==> src/hdl/sbpb_pkg.sv <==
// ----------------------------------------------------------------------------
// sbpb_pkg
// Shared constants, types and helpers for the spectrum band peak bar graph.
// ----------------------------------------------------------------------------
package sbpb_pkg;

  localparam int FRAME_BINS  = 1024;
  localparam int BAR_COLUMNS = 8;
  localparam int SAMPLE_BITS = 24;

  localparam int BIN_W   = $clog2(FRAME_BINS);
  localparam logic [BIN_W-1:0] POS_MAX = BIN_W'(FRAME_BINS - 1);

  localparam int EDGE_W      = 10;
  localparam int LOWER_EDGES = 5;
  localparam logic [EDGE_W-1:0] EDGE_LIMIT = EDGE_W'(512);

  localparam int LOWER_W   = 50;
  localparam int UPPER_W   = 40;
  localparam int STEP_W    = 16;
  localparam int CFG_W     = 50;
  localparam int CFG_IDX_W = 2;

  localparam int POWER_W  = 2 * SAMPLE_BITS;
  localparam int BAR_ROWS = 8;
  localparam int ROW_W    = $clog2(BAR_ROWS);
  localparam logic [ROW_W-1:0] LAST_ROW = ROW_W'(BAR_ROWS - 1);
  localparam int SEG_W    = STEP_W + $clog2(BAR_ROWS + 1);
  localparam int THR_W    = 2 * SEG_W;

  localparam logic [LOWER_W-1:0] EDGES_LOWER_RST = LOWER_W'(64'd25298434262016);
  localparam logic [UPPER_W-1:0] EDGES_UPPER_RST = UPPER_W'(64'd298743615543);
  localparam logic [STEP_W-1:0]  HEIGHT_STEP_RST = STEP_W'(100);

  typedef enum logic [CFG_IDX_W-1:0] {
    REG_EDGES_LOWER = 2'd0,
    REG_EDGES_UPPER = 2'd1,
    REG_HEIGHT_STEP = 2'd2
  } cfg_reg_e;

  typedef struct packed {
    logic [LOWER_W-1:0] edges_lower;
    logic [UPPER_W-1:0] edges_upper;
    logic [STEP_W-1:0]  height_step;
  } cfg_t;

  // one squared bin on its way to the peak registers
  typedef struct packed {
    logic                   valid;
    logic                   last;
    logic [BAR_COLUMNS-1:0] match;
    logic [POWER_W-1:0]     re_sq;
    logic [POWER_W-1:0]     im_sq;
  } bin_t;

  typedef logic [BAR_COLUMNS-1:0][POWER_W-1:0] peak_arr_t;
  typedef logic [BAR_ROWS-1:0][BAR_COLUMNS-1:0] mask_arr_t;

  function automatic logic [EDGE_W-1:0] edge_at(cfg_t cfg, int unsigned i);
    logic [EDGE_W-1:0] e;
    if (i < LOWER_EDGES) begin
      e = cfg.edges_lower[EDGE_W*i +: EDGE_W];
    end else begin
      e = cfg.edges_upper[EDGE_W*(i-LOWER_EDGES) +: EDGE_W];
    end
    return (e > EDGE_LIMIT) ? EDGE_LIMIT : e;
  endfunction

  function automatic logic [SAMPLE_BITS-1:0] abs_mag(logic [SAMPLE_BITS-1:0] x);
    return x[SAMPLE_BITS-1] ? (~x + 1'b1) : x;
  endfunction

endpackage

==> src/hdl/sbpb_peak.sv <==
// ----------------------------------------------------------------------------
// sbpb_peak
// Per-column peak registers and the frame snapshot taken on the last bin.
// ----------------------------------------------------------------------------
module sbpb_peak (
  input  logic                 clk_i,
  input  logic                 rst_ni,
  input  sbpb_pkg::bin_t       bin_i,
  input  logic                 take_i,
  output logic                 adv_o,
  output logic                 snap_valid_o,
  output sbpb_pkg::peak_arr_t  snap_peak_o
);

  logic [sbpb_pkg::POWER_W-1:0] power;
  logic                         consume;
  sbpb_pkg::peak_arr_t          upd, peak_d, peak_q, snap_peak_q;
  logic                         snap_valid_d, snap_valid_q;

  assign power = bin_i.re_sq + bin_i.im_sq;

  // hold the pipe only when a frame end finds the snapshot still occupied
  assign adv_o   = !(bin_i.valid && bin_i.last && snap_valid_q && !take_i);
  assign consume = bin_i.valid && adv_o;

  always_comb begin
    for (int c = 0; c < sbpb_pkg::BAR_COLUMNS; c++) begin
      upd[c] = (bin_i.match[c] && (power > peak_q[c])) ? power : peak_q[c];
    end
  end

  always_comb begin
    peak_d = peak_q;
    if (consume) begin
      peak_d = bin_i.last ? '0 : upd;
    end
  end

  always_comb begin
    snap_valid_d = snap_valid_q && !take_i;
    if (consume && bin_i.last) begin
      snap_valid_d = 1'b1;
    end
  end

  always_ff @(posedge clk_i or negedge rst_ni) begin
    if (!rst_ni) begin
      peak_q       <= '0;
      snap_valid_q <= 1'b0;
    end else begin
      peak_q       <= peak_d;
      snap_valid_q <= snap_valid_d;
    end
  end

  always_ff @(posedge clk_i) begin
    if (consume && bin_i.last) begin
      snap_peak_q <= upd;
    end
  end

  assign snap_valid_o = snap_valid_q;
  assign snap_peak_o  = snap_peak_q;

endmodule

==> config.mk <==
export PLATFORM = sky130hd
export DESIGN_NAME = sbpb_peak
export DESIGN_NICKNAME = d
export VERILOG_FILES = /design/src/hdl/sbpb_pkg.sv /design/src/hdl/sbpb_peak.sv
export SDC_FILE = /design/constraint.sdc
export NUM_CORES = 2
export LEC_CHECK = 0
export ABC_AREA = 1
export BUFFER_PORTS_ARGS = -buffer_cell sky130_fd_sc_hd__buf_2
export CORE_MARGIN = 2
export CORE_UTILIZATION = 53
export DETAILED_ROUTE_END_ITERATION = 10
export PLACE_DENSITY_LB_ADDON = 0.05
export SYNTH_ARGS = -nofsm -noshare
export SYNTH_HDL_FRONTEND = slang
export SYNTH_SLANG_ARGS = --single-unit
==> constraint.sdc <==
create_clock -name clk_i -period 9.9 [get_ports clk_i]
set_input_delay 1.98 -clock clk_i [delete_from_list [all_inputs] [get_ports clk_i]]
set_output_delay 1.98 -clock clk_i [all_outputs]
set_load 0.02 [all_outputs]
Word level (Yosys, flattened, before mapping)
Cells that the tools add are included.

Flip-flop bits (word level): 769. Input port bits: 109. Output and inout port bits: 386. Word-level logic and storage cells: 52.

$add $sub $neg: 1. Mux-type cells: 10. Reductions and logical operators: 16. Magnitude comparators: 8.

Operator list (count): greater-than comparator 48 bit (8); 2-to-1 mux 384 bit (1); 2-to-1 mux 48 bit (8); adder 48 bit (1); logical AND 1 bit (14); logical NOT 1 bit (2); 2-to-1 mux 1 bit (1).

Depth between registers and ports, before layout
Word-level depth: 7. Mapped depth: 30. Mapped depth without buffers: 28.

Worst setup path after synthesis
OpenSTA, ideal clock, no wires.

Path type: input to register. Start point: in take_i. End point: reg snap_peak_q (netlist bit snap_peak_o[0]) (enable). Cell stages on the path: 7. Setup time: 0.733 ns. Arrival time: 10.096 ns. Path buffers: 1. Required time: 9.167 ns. Slack: -0.929 ns. Cell sequence: inv_1 -> nand3_1 -> nand2_1 -> inv_2 -> clkbuf_1 -> nand2_1 -> inv_1.

Longest elaborated chain between the ends: 5.

Ends and longest elaborated chain: start: declaration (line sbpb_peak.sv:9) `input logic take_i,`; logical NOT 1 bit (line sbpb_peak.sv:23) `assign adv_o = !(bin_i.valid && bin_i.last && snap_valid_q && !take_i);`; logical AND 1 bit (line sbpb_peak.sv:23); logical NOT 1 bit (line sbpb_peak.sv:23); logical AND 1 bit (line sbpb_peak.sv:24) `assign consume = bin_i.valid && adv_o;`; logical AND 1 bit (line sbpb_peak.sv:57) `if (consume && bin_i.last) begin`; end signal: assignment (line sbpb_peak.sv:58) `snap_peak_q <= upd;`; end: declaration (line sbpb_peak.sv:17) `sbpb_pkg::peak_arr_t upd, peak_d, peak_q, snap_peak_q;`.

No other way between the ends. A chain may end at the register's enable or synchronous reset.

==> out/qor_table.md <==
| Quantity | Reported |
| --- | --- |
| Worst-path clk slew | 0.06 ns |
| GPL Wtd Cong | 0.979 |
| Hold path startpoint | peak_q[181]$_DFFE_PN0P_ |
| Share of synthesized cell area in and, or, nand and nor gates | 0.308 |
| Worst clock skew on the final layout | 0.0280 ns |
| Final number of hold-violating endpoints | 0 |
| Slew at the pin closest to its max-slew limit | 1.11 ns |
| Clock Root Buffer | clkbuf_16 |
| Number of gates resized after CTS | 0 |
| Placeable core region | 0.0885 mm^2 |
| CTS HTree Levels | 3 |
| Final total negative setup slack | 0 ns |
| Max-slew violation count | 0 |
| Number of warnings printed during yosys synthesis | 0 |
| Normalized max-slew margin | 0.256 |
| Post-route clock period utilization | 0.771 |
| Critical path's top delay family | simple AND/OR/NAND/NOR gates |
| Detailed router's first-iteration violation count | 4332 |
| Worst-case vdd ir drop | 0.135 mV |
| Compound-Gate Fraction of Synth Area | 0.0448 |
| Synthesized flop and latch total | 769 |
| Number of endpoints failing setup at the final stage | 0 |
| Critical path launch point type | input pin |
| Proportion of register bits with asynchronous set or reset after synthesis | 0.501 |
| Starting density of the core | 0.536 |
| Critical path type | in2reg |
| Mux share of post-synthesis cell area | 0 |
| Post-synthesis to final-layout area growth | 13.3% |
| Capturing element type of the critical path | flip-flop |
| Clock latency of the later-clocked register in the worst-skew pair | 0.67 ns |
| Post-Synth XOR/XNOR Area | 0.00407 |
| Die height | 303 um |
| Flip-flop cell with the highest count after synthesis | dfrtp_1 |
| Internal reg-to-reg setup slack | 5.29 ns |
| Number of routed nets with antenna violations | 0 |
| Post-Place Setup Slack | 1.60 ns |
| Post-CTS setup-driven buffer insertion count | 0 |
| Summed instance area of the synthesized netlist | 0.0474 mm^2 |
| Minimum clock period | 7.63 ns |
| GRT Util Overall | 0.352 |
| Layout Utilization | 0.607 |
| Total of hold buffers inserted after clock tree synthesis | 0 |
| Number of CTS-inserted buffers | 85 |
| Max Clock Freq | 131 MHz |
| Number of top-level pins | 495 |
| Crit Path Max Fanout | 32 |
| Status | finished clean |
| Via count of the first global-routing pass | 39.4k |
| Depth of the worst register-to-register path | 7 |
| Syn Area/Cell | 8.02 um^2 |
| Residual DRC | 0 |
| Detail-routed net length per standard cell | 21.6 um |
| Final WS setup | 2.27 ns |
| Die Width | 303 um |
| DIE AREA | 0.0918 mm^2 |
| Iteration count of the initial detailed-routing pass | 7 |
| Count of cell types in the netlist | 40 |
| Total number of clock tree sinks | 769 |
| Setup repair after global routing missed its margin | false |
| Hold Crit Endpoint | peak_q[181]$_DFFE_PN0P_ |
| Cells after DPL | 7444 |
| Number of synthesized flops with an enable pin | 384 |
| Total number of vias | 42.0k |
| Areal power density over the cells | 237 mW/mm^2 |
| Maximum capacitance violations | 0 |
| Gate count of the mapped netlist | 5910 |
| First-pass GRT wire length | 240 mm |
| Overall overflow remaining after global route | 0 |
| Critical R2R Capture | snap_peak_o[42]$_DFFE_PP_ |
| PortBufs | 494 |
| Maximum number of pins on one net before global-route repair | 156 |
| Buffering stage count on the worst path with inverters included | 6 |
| Hold crit path type | reg2reg |
| Critical path's largest stage delay | 1.08 ns |
| RR Startpoint | snap_valid_o$_DFF_PN0_ |
| Buffer levels on the longest clock path | 3 |
| Final HPWL DP | 119 mm |
| Data arrival time of the worst path | 8.05 ns |
| Min-Delay Path Depth | 2 |
| Non-filler cells, final | 7603 |
| CTS tree | built |
| Register area share after synthesis | 0.447 |
| Total length of routed wires | 164 mm |
| CP most frequent cell | nand2_1 |
| Layout cells sized above 1 | 0.118 |
| Post-layout nets | 6907 |
| Leakage power total | 27.1 nW |
| Number of antenna violations at the first check in global routing | 6 |
| Number of vias per cell | 5.53 |
| Largest family of logic cells by synthesized area | simple AND/OR/NAND/NOR gates |
| Sum of internal, switching and leakage power | 0.0127 W |
| Required time of the critical path | 10.32 ns |
| Floorplan row count | 109 |
| Crit-path slowest cell | nand2_2 |
| Adder and majority cell fraction of the synthesized area | 0.114 |
| Diode count | 0 |
| Synthesized netlist net count | 6451 |
[cell usage in the layout, fill, tap and decap left out, drive strengths merged]
| cell | Yosys | layout |
|---|---|---|
| a21o | 21 | 21 |
| a21oi | 185 | 185 |
| and2 | 372 | 372 |
| ha | 431 | 431 |
| nor3 | 11 | 11 |
| a21boi | 1 | 1 |
| xor2 | 10 | 10 |
| buf | 101 | 542 |
| fa | 1 | 1 |
| o21bai | 3 | 3 |
| clkinv | 1 | 29 |
| clkbuf | 72 | 116 |
| nand3b | 12 | 12 |
| inv | 806 | 809 |
| xnor2 | 6 | 6 |
| dfrtp | 385 | 385 |
| nand3 | 672 | 672 |
| nor2 | 244 | 244 |
| bufinv | 0 | 8 |
| o21a | 20 | 20 |
| o21ai | 170 | 170 |
| edfxtp | 384 | 384 |
| and3 | 2 | 2 |
| nand2 | 1957 | 1957 |
| nor4 | 2 | 2 |
| nand4 | 41 | 41 |
| clkinvlp | 0 | 4 |
[cells in the mapped netlist (3+ instances only)]
library cell / count / area, um^2
buf_1: 18 / 67.6
buf_4: 9 / 67.6
nand2_4: 3 / 33.8
edfxtp_1: 384 / 11500
nor2_1: 239 / 897
inv_2: 17 / 63.8
and2_1: 372 / 2330
buf_6: 18 / 203
buf_2: 55 / 275
o21bai_1: 3 / 22.5
a21oi_1: 184 / 921
nand4_1: 41 / 257
o21ai_0: 168 / 841
nor2_2: 3 / 18.8
xnor2_2: 5 / 81.3
nand3_1: 661 / 3310
dfrtp_1: 385 / 9630
o21a_1: 20 / 150
nand2_1: 1916 / 7190
xor2_1: 8 / 70.1
inv_1: 789 / 2960
nand3b_1: 12 / 90.1
ha_1: 431 / 5390
clkbuf_1: 72 / 270
nand3_2: 11 / 110
nand2_2: 38 / 238
nor3_1: 10 / 50.1
a21o_1: 21 / 158
[layout make-up]
type | instances | area (um^2)
Inverter | 807 | 3030
Sequential cell | 769 | 21200
Clock inverter | 43 | 475
Tap cell | 1165 | 1460
Clock buffer | 116 | 2280
Timing Repair Buffer | 542 | 2920
Multi-Input combinational cell | 4161 | 22400
Fill cell | 8062 | 34800
[stage by stage]
stage | cell area, um^2 | hold slack [ns]
global placement | 51000 | 0.461
floorplan | 47400 | 0.449
global route | 53700 | 0.484
CTS | 53700 | 0.480
finish | 53700 | 0.476
detailed placement | 51000 | 0.465
[tightest hold or removal path: cells and delay by family (launching register included)]
family,cells,cell delay [ns]
flip-flops,1,0.34
AND/OR/NAND/NOR,2,0.11
[worst max path at each step]
| stage | start | end | cells after the start |
|---|---|---|---|
| after global placement | bin_i[56] | snap_peak_o[9]$_DFFE_PP_ | 26 |
| after detailed placement | bin_i[56] | snap_peak_o[12]$_DFFE_PP_ | 26 |
| final | bin_i[9] | snap_peak_o[4]$_DFFE_PP_ | 27 |
| after global routing | bin_i[0] | snap_peak_o[2]$_DFFE_PP_ | 27 |
| after CTS | bin_i[56] | snap_peak_o[10]$_DFFE_PP_ | 26 |
| after floorplan | take_i | snap_peak_o[0]$_DFFE_PP_ | 7 |
[routing by layer]
layer,share of wire,GRT usage,wire length (um),vias up
met1,0.42,0.487,68400,19900
met3,0.092,0.0581,15200,297
met5,0.00020,0,33,-
met2,0.46,0.557,74800,1942
met4,0.036,0.133,5980,6
li1,-,-,-,19900
[report_power, final]
part	internal, W	switching [W]	total (W)
Sequential	0.00411	0.000271	0.00438
Combinational	0.00162	0.00353	0.00515
Clock	0.00184	0.00138	0.00322
[cells by family (layout without fill, tap and decap cells)]
kind of cell               count (synthesis)  in the layout
and+or+nand+nor                         3313           3313
xor gates and xnor gates                  16             16
AOI/OAI and AO/OA                        400            400
buffers and inverters                    980           1508
DFF                                      769            769
adders and majority gates                432            432
[flip-flops by register name, indices dropped and copies added, names as in the netlist]
register	flops
snap_peak_o	384
snap_valid_o	1
peak_q	384
Note: power is estimated with default switching activity, not from simulation.
