**src/hdl/sbpb_pkg.sv**
```systemverilog
// ----------------------------------------------------------------------------
// sbpb_pkg
// Shared constants, types and helpers for the spectrum band peak bar graph.
// ----------------------------------------------------------------------------
package sbpb_pkg;

  localparam int FRAME_BINS  = 1024;
  localparam int BAR_COLUMNS = 8;
  localparam int SAMPLE_BITS = 24;

  localparam int BIN_W   = $clog2(FRAME_BINS);
  localparam logic [BIN_W-1:0] POS_MAX = BIN_W'(FRAME_BINS - 1);

  localparam int EDGE_W      = 10;
  localparam int LOWER_EDGES = 5;
  localparam logic [EDGE_W-1:0] EDGE_LIMIT = EDGE_W'(512);

  localparam int LOWER_W   = 50;
  localparam int UPPER_W   = 40;
  localparam int STEP_W    = 16;
  localparam int CFG_W     = 50;
  localparam int CFG_IDX_W = 2;

  localparam int POWER_W  = 2 * SAMPLE_BITS;
  localparam int BAR_ROWS = 8;
  localparam int ROW_W    = $clog2(BAR_ROWS);
  localparam logic [ROW_W-1:0] LAST_ROW = ROW_W'(BAR_ROWS - 1);
  localparam int SEG_W    = STEP_W + $clog2(BAR_ROWS + 1);
  localparam int THR_W    = 2 * SEG_W;

  localparam logic [LOWER_W-1:0] EDGES_LOWER_RST = LOWER_W'(64'd25298434262016);
  localparam logic [UPPER_W-1:0] EDGES_UPPER_RST = UPPER_W'(64'd298743615543);
  localparam logic [STEP_W-1:0]  HEIGHT_STEP_RST = STEP_W'(100);

  typedef enum logic [CFG_IDX_W-1:0] {
    REG_EDGES_LOWER = 2'd0,
    REG_EDGES_UPPER = 2'd1,
    REG_HEIGHT_STEP = 2'd2
  } cfg_reg_e;

  typedef struct packed {
    logic [LOWER_W-1:0] edges_lower;
    logic [UPPER_W-1:0] edges_upper;
    logic [STEP_W-1:0]  height_step;
  } cfg_t;

  // one squared bin on its way to the peak registers
  typedef struct packed {
    logic                   valid;
    logic                   last;
    logic [BAR_COLUMNS-1:0] match;
    logic [POWER_W-1:0]     re_sq;
    logic [POWER_W-1:0]     im_sq;
  } bin_t;

  typedef logic [BAR_COLUMNS-1:0][POWER_W-1:0] peak_arr_t;
  typedef logic [BAR_ROWS-1:0][BAR_COLUMNS-1:0] mask_arr_t;

  function automatic logic [EDGE_W-1:0] edge_at(cfg_t cfg, int unsigned i);
    logic [EDGE_W-1:0] e;
    if (i < LOWER_EDGES) begin
      e = cfg.edges_lower[EDGE_W*i +: EDGE_W];
    end else begin
      e = cfg.edges_upper[EDGE_W*(i-LOWER_EDGES) +: EDGE_W];
    end
    return (e > EDGE_LIMIT) ? EDGE_LIMIT : e;
  endfunction

  function automatic logic [SAMPLE_BITS-1:0] abs_mag(logic [SAMPLE_BITS-1:0] x);
    return x[SAMPLE_BITS-1] ? (~x + 1'b1) : x;
  endfunction

endpackage

```
**src/hdl/sbpb_front.sv**
```systemverilog
// ----------------------------------------------------------------------------
// sbpb_front
// Input register, bin counter, magnitude squares and band match.
// ----------------------------------------------------------------------------
module sbpb_front (
  input  logic                                 clk_i,
  input  logic                                 rst_ni,
  input  logic                                 adv_i,
  input  logic                                 in_valid_i,
  input  logic signed [sbpb_pkg::SAMPLE_BITS-1:0] real_part_i,
  input  logic signed [sbpb_pkg::SAMPLE_BITS-1:0] imag_part_i,
  input  logic                                 last_bin_i,
  input  sbpb_pkg::cfg_t                       cfg_i,
  output sbpb_pkg::bin_t                       bin_o
);

  logic                            accept;
  logic [sbpb_pkg::BIN_W-1:0]      pos_d, pos_q;
  logic                            s0_valid_d, s0_valid_q;
  logic [sbpb_pkg::SAMPLE_BITS-1:0] s0_re_q, s0_im_q;
  logic                            s0_last_q;
  logic [sbpb_pkg::BIN_W-1:0]      s0_pos_q;
  logic [sbpb_pkg::SAMPLE_BITS-1:0] mag_re, mag_im;
  sbpb_pkg::bin_t                  bin_d, bin_q;

  assign accept = in_valid_i && adv_i;

  always_comb begin
    pos_d = pos_q;
    priority if (accept && last_bin_i) begin
      pos_d = '0;
    end else if (accept && (pos_q != sbpb_pkg::POS_MAX)) begin
      pos_d = pos_q + 1'b1;
    end
  end

  assign s0_valid_d = adv_i ? in_valid_i : s0_valid_q;

  assign mag_re = sbpb_pkg::abs_mag(s0_re_q);
  assign mag_im = sbpb_pkg::abs_mag(s0_im_q);

  always_comb begin
    bin_d = bin_q;
    if (adv_i) begin
      bin_d.valid = s0_valid_q;
      bin_d.last  = s0_last_q;
      bin_d.re_sq = mag_re * mag_re;
      bin_d.im_sq = mag_im * mag_im;
      for (int unsigned c = 0; c < sbpb_pkg::BAR_COLUMNS; c++) begin
        bin_d.match[c] = (s0_pos_q >= sbpb_pkg::edge_at(cfg_i, c)) &&
                         (s0_pos_q <  sbpb_pkg::edge_at(cfg_i, c + 1));
      end
    end
  end

  always_ff @(posedge clk_i or negedge rst_ni) begin
    if (!rst_ni) begin
      pos_q      <= '0;
      s0_valid_q <= 1'b0;
      bin_q      <= '0;
    end else begin
      pos_q      <= pos_d;
      s0_valid_q <= s0_valid_d;
      bin_q      <= bin_d;
    end
  end

  always_ff @(posedge clk_i) begin
    if (accept) begin
      s0_re_q   <= real_part_i;
      s0_im_q   <= imag_part_i;
      s0_last_q <= last_bin_i;
      s0_pos_q  <= pos_q;
    end
  end

  assign bin_o = bin_q;

endmodule

```
**config.mk**
```make
export PLATFORM = sky130hd
export DESIGN_NAME = sbpb_front
export DESIGN_NICKNAME = d
export VERILOG_FILES = /design/src/hdl/sbpb_pkg.sv /design/src/hdl/sbpb_front.sv
export SDC_FILE = /design/constraint.sdc
export NUM_CORES = 2
export LEC_CHECK = 0
export BUFFER_PORTS_ARGS = -buffer_cell sky130_fd_sc_hd__buf_2
export CELL_PAD_IN_SITES_DETAIL_PLACEMENT = 1
export CELL_PAD_IN_SITES_GLOBAL_PLACEMENT = 1
export CORE_ASPECT_RATIO = 1.25
export CORE_MARGIN = 3
export CORE_UTILIZATION = 28
export DETAILED_ROUTE_END_ITERATION = 12
export HOLD_SLACK_MARGIN = 0.03
export PLACE_DENSITY = 0.57
export SYNTH_ARGS = -nofsm -noshare
export SYNTH_HDL_FRONTEND = slang
export SYNTH_SLANG_ARGS = --single-unit
```
**constraint.sdc**
```tcl
create_clock -name clk_i -period 11.4 [get_ports clk_i]
set_clock_uncertainty 0.05 [all_clocks]
set_input_delay 2.28 -clock clk_i [delete_from_list [all_inputs] [get_ports clk_i]]
set_output_delay 2.28 -clock clk_i [all_outputs]
set_load 0.05 [all_outputs]
```
# --- Word-level counts from Yosys, hierarchy flattened ---
# Index checks and enable logic that the tools add are counted.
totals:
  latchBits: 0
  rom_bits: 0
  out_inout_bits: 106
  reg_bits: 176
  mem_count: 0
  elab_cells: 78
  inputBits: 159
  ram_bits: 0
classes:
  addsub: 3
  muxes: 22
  n_lt_le_gt_ge: 25
  n_eq_ne: 1
  n_reduce_logical: 12
  mul: 2
  n_shift: 0
  n_div: 0
  bitwise: 2
ops:
  columns: ["operator", "count"]
  rows:
  - ["10-bit two-way mux", 20]
  - ["24-bit by 24-bit multiplier with 48-bit output", 2]
  - ["10-bit greater-than comparator, second input constant", 9]
  - ["10-bit >= comparator", 8]
  - ["10-bit < comparator", 8]
  - ["24-bit by 1-bit adder with 24-bit output, second input constant", 2]
  - ["24-bit two-way mux", 2]
  - ["24-bit NOT", 2]
  - ["1-bit logical AND", 11]
  - ["10-bit by 1-bit adder with 10-bit output, second input constant", 1]
  - ["10-bit inequality test, second input constant", 1]
  - ["2-bit nonzero test", 1]

# --- Depth between registers and ports, before layout ---
logic_depth:
  word_depth: 5
  ltp_mapped: 36
  mapped_depth_nobuf: 33

# --- Least setup slack after synthesis ---
# OpenSTA, ideal clock, no wires.
synth_timing:
  path_type: "reg-to-reg"
  from: "reg s0_im_q[0] in the netlist's numbering"
  to: "reg bin_q, in the netlist bin_o[47]"
  path_slack_ns: 2.359
  arrival_ns: 8.866
  t_required_ns: 11.225
  path_buffers: 4
  setup_time_ns: 0.125
  stages_incl_launch_ff: 35
  period_less_slack_ns: 9.041
  path_cell_list: "edfxtp_1 -> clkbuf_1 -> inv_1 -> clkbuf_1 -> ha_1 -> nand3_1 -> or4_1 -> o41ai_1 -> xor2_1 -> clkbuf_1 -> nor2_1 -> fa_1 -> inv_1 -> fa_1 -> inv_1 -> fa_1 -> inv_1 -> fa_1 -> inv_1 -> fa_1 -> fa_1 -> inv_1 -> fa_1 -> inv_1 -> ha_1 -> buf_2 -> a21o_1 -> o21bai_1 -> a2111oi_0 -> o21bai_1 -> a221o_1 -> a41o_1 -> a311oi_2 -> xnor2_1 -> mux2_2"
synth_between:
  elab_chain_len: 4
synth_rtl:
  columns: ["item", "line", "source"]
  rows:
  - ["from (decl)", "sbpb_front.sv:20", "logic [sbpb_pkg::SAMPLE_BITS-1:0] s0_re_q, s0_im_q;"]
  - ["from (signal assigned)", "sbpb_front.sv:71", "s0_im_q <= imag_part_i;"]
  - ["24-bit NOT", "sbpb_pkg.sv:70", "return x[SAMPLE_BITS-1] ? (~x + 1'b1) : x;"]
  - ["24-bit by 1-bit adder with 24-bit output", "sbpb_pkg.sv:70", null]
  - ["24-bit two-way mux (*)", "sbpb_pkg.sv:70", null]
  - ["24-bit by 24-bit multiplier with 48-bit output (*)", "sbpb_front.sv:48", "bin_d.im_sq = mag_im * mag_im;"]
  - ["to (signal assigned)", "sbpb_front.sv:64", "bin_q <= bin_d;"]
  - ["to (decl)", "sbpb_front.sv:24", "sbpb_pkg::bin_t bin_d, bin_q;"]
# Mark *: on every way between the ends. The rest lies on a longest branch, timed or not.
# A chain may end at the register's enable or synchronous reset.

# --- Worst setup path in the final report ---
layout_timing:
  from: "reg s0_re_q[0] in the netlist's numbering"
  to: "reg bin_q, in the netlist bin_o[84]"
layout_between:
  elab_chain_len: 4
layout_rtl:
  columns: ["item", "line", "source"]
  rows:
  - ["from (decl)", "sbpb_front.sv:20", null]
  - ["from (signal assigned)", "sbpb_front.sv:70", "s0_re_q <= real_part_i;"]
  - ["24-bit NOT", "sbpb_pkg.sv:70", null]
  - ["24-bit by 1-bit adder with 24-bit output", "sbpb_pkg.sv:70", null]
  - ["24-bit two-way mux (*)", "sbpb_pkg.sv:70", null]
  - ["24-bit by 24-bit multiplier with 48-bit output (*)", "sbpb_front.sv:47", "bin_d.re_sq = mag_re * mag_re;"]
# Marks and branches as above.

==> results.md <==
- Multi-input gate area: 31900 µm²
- YS warnings: 0
- Setup TNS: 0 ns
- Latest clock arrival within the worst-skew pair: 0.54 ns
- Worst EP required: 11.77 ns
- # Max-Cap Violations: 0
- Row Count: 156
- TritonCTS Buffers: 17
- Initial antenna violation count: 15
- CTS root buf: clkbuf_16
- Ys async rst share: 66.1%
- Core Area: 146000 µm²
- Fmax: 0.0977 GHz
- Clock Sinks: 174
- PortBufs: 246
- Total track usage: 19.0%
- Mapped Area: 41300 µm²
- Post-DR vias/cell: 4.67
- Synth Area per Inst: 9.32 µm²
- Final hold vios: 0
- PostCTS Resize Cnt: 0
- CP most frequent cell: fa_1
- Crit. End Element: register
- Chip width: 350 µm
- Detailed-placement wirelength estimate: 119000 µm
- Worst-Margin Slew: 1.21 ns
- Yosys cell types: 87
- Register area share after synthesis: 11.3%
- Top-count cell post-synth: inv_1
- Most frequent cells after synthesis: 1181 x inv_1, 846 x fa_1, 467 x nand2_1
- Slowest-stage cell, CP: o41ai_1
- Initial Utilization: 28.4%
- Synth area leader: fa_1
- Worst endpoint data arrival time: 10.61 ns
- Area growth syn-to-layout: 10.8%
- Period utilization: 89.8%
- Overflow after GRT: 0
- #FFs+latches synth: 174
- Wire per inst: 21.3 µm
- Fin nets: 6121
- Top post-synthesis cells by area: fa_1 41%, ha_1 13%, inv_1 11%, dfrtp_1 7.0%, edfxtp_1 4.3%
- Clk pin slew, worst setup/hold paths: 0.08 ns
- RSZ-0062 raised after global routing: false
- Drc violations: 0
- Mapped Cells: 4435
- Placer Congestion: 0.894
- Rel. slew slack: 19.4%
- Final wirelength: 141000 µm
- Initial drt markers: 1425
- CTS HTree Levels: 4
- First-pass GRT wire length: 216000 µm
- Top cell type's share of synthesized area: 41.0%
- Post-CTS setup buffer count: 0
- Hold-fix buffers, CTS: 0
- Startpoint types: register
- Die H: 435 µm
- Crit-path max FO: 11
- Die footprint: 152000 µm²
- Num ports: 265
- Largest net degree at the start of global routing: 70
- Number of synthesized flops with an enable pin: 59
- Filler cells: 17.1k
- Final setup fails: 0
- Storage element area: 4650 µm²
- First drt pass iteration count: 5
- Routed via count: 30.8k
- Vias in the first global route: 35.3k
- Fin crit period: 10.24 ns
- Hold crit path type: reg2reg
- Crit path largest cell delay: 0.71 ns
- CTS tree: built
- Antenna-violating nets left: 0
- Dominant synthesized flop cell: dfrtp_1
- Clk buf depth: 2
- Layout cells sized above 1: 10.1%
- CP Class: reg2reg
- Run status: completed
- Max Slew Vio Count: 0
-- registers in the layout, indices dropped and copies added, names as in the netlist --
name,cells
s0_im_q,24
s0_re_q,24
s0_pos_q,10
bin_o,104
s0_last_q,1
s0_valid_q,1
pos_q,10
-- kinds of logic (layout without fill, tap and decap cells) --
group	after synthesis	after routing	synth area share (%)
simple gates	977	977	10.1
xor+xnor	149	149	3.24
mux	74	74	2.01
compound gates	466	466	7.38
buf+inv	1319	1551	12.1
fa+ha+maj	1274	1274	54.0
flops	174	174	11.3
other cells	2	37	0.0182
-- cells in the final DEF, fill, tap and decap left out, types with 5 or more instances in the layout --
cell type / netlist / final
nor2b_1: 30 / 30
and3_1: 12 / 12
nand3_1: 30 / 30
edfxtp_1: 59 / 59
o21ai_0: 84 / 84
nand2b_1: 16 / 16
a21o_1: 65 / 65
inv_2: 8 / 9
ha_1: 428 / 428
xor2_1: 49 / 49
or3_1: 5 / 5
buf_2: 7 / 244
o31a_1: 5 / 5
xnor2_2: 1 / 8
or4_1: 8 / 8
o41ai_1: 13 / 13
o21bai_1: 15 / 15
inv_1: 1181 / 1179
conb_1: 2 / 36
and2_1: 7 / 7
mux2_2: 73 / 73
fa_1: 846 / 846
o21a_1: 22 / 22
a21oi_1: 139 / 139
nor4_1: 11 / 11
nand2_1: 467 / 467
clkinv_1: 7 / 7
buf_4: 4 / 77
nand4_1: 25 / 25
dfrtp_1: 115 / 115
nor3_1: 21 / 21
clkbuf_16: 0 / 17
a31oi_1: 16 / 16
xnor2_1: 97 / 89
a211oi_1: 18 / 18
o31ai_1: 20 / 20
a41oi_1: 5 / 5
nor2_1: 317 / 317
o211ai_1: 8 / 8
-- worst paths after layout --
kind	cells past startpoint	end	slack, ns	from
max in group asynchronous	2	bin_o[55]$_DFFE_PN0P_	8.37	rst_ni
min in group asynchronous	1	bin_o[58]$_DFFE_PN0P_	1.74	rst_ni
setup / recovery	34	bin_o[84]$_DFFE_PN0P_	1.16	s0_re_q[0]$_DFFE_PP_
hold / removal	2	bin_o[97]$_DFFE_PN0P_	0.44	bin_o[97]$_DFFE_PN0P_
hold reg to reg	2	bin_o[97]$_DFFE_PN0P_	0.44	bin_o[97]$_DFFE_PN0P_
setup reg to reg	34	bin_o[84]$_DFFE_PN0P_	1.16	s0_re_q[0]$_DFFE_PP_
-- area by class of cell --
type	instances	area share (%)
clock buffers	19	0.946
inverters	1196	9.81
repair buffers	323	3.98
diodes	1	0.00547
clock inverters	13	0.276
well taps	1896	5.18
flip-flops and latches	174	10.2
multi-input cells	2976	69.6
-- per-layer routing --
layer	global-route usage, %	wire length [µm]	vias to the layer above
met1	23.7	59000	16200
li1	-	-	14000
met2	34.8	74100	504
met5	0	0	-
met4	4.35	3160	0
met3	2.27	4620	137
-- worst max-delay path: cells and delay by family (launching register included) --
| family | cells | cell delay, ns |
|---|---|---|
| compound gates | 6 | 1.87 |
| mux | 1 | 0.32 |
| buf+inv | 10 | 1.35 |
| simple gates | 6 | 1.44 |
| fa+ha+maj | 9 | 4.27 |
| flops | 1 | 0.40 |
| xor+xnor | 2 | 0.37 |
-- through the flow --
stage	std cells	setup slack, ns	area [µm²]	hold slack (ns)	utilization, %
6_report	6598	1.16	45800	0.436	31.4
4_1_cts	6597	1.10	45800	0.442	31.4
2_1_floorplan	4469	2.36	41400	0.398	-
5_1_grt	6597	0.735	45800	0.452	31.4
3_3_place_gp	6565	1.22	45200	0.411	31.1
3_5_place_dp	6565	1.15	45200	0.418	31.1
Power is not shown: default switching activity piles up to over one toggle a cycle in this logic, so the estimate is an artifact.
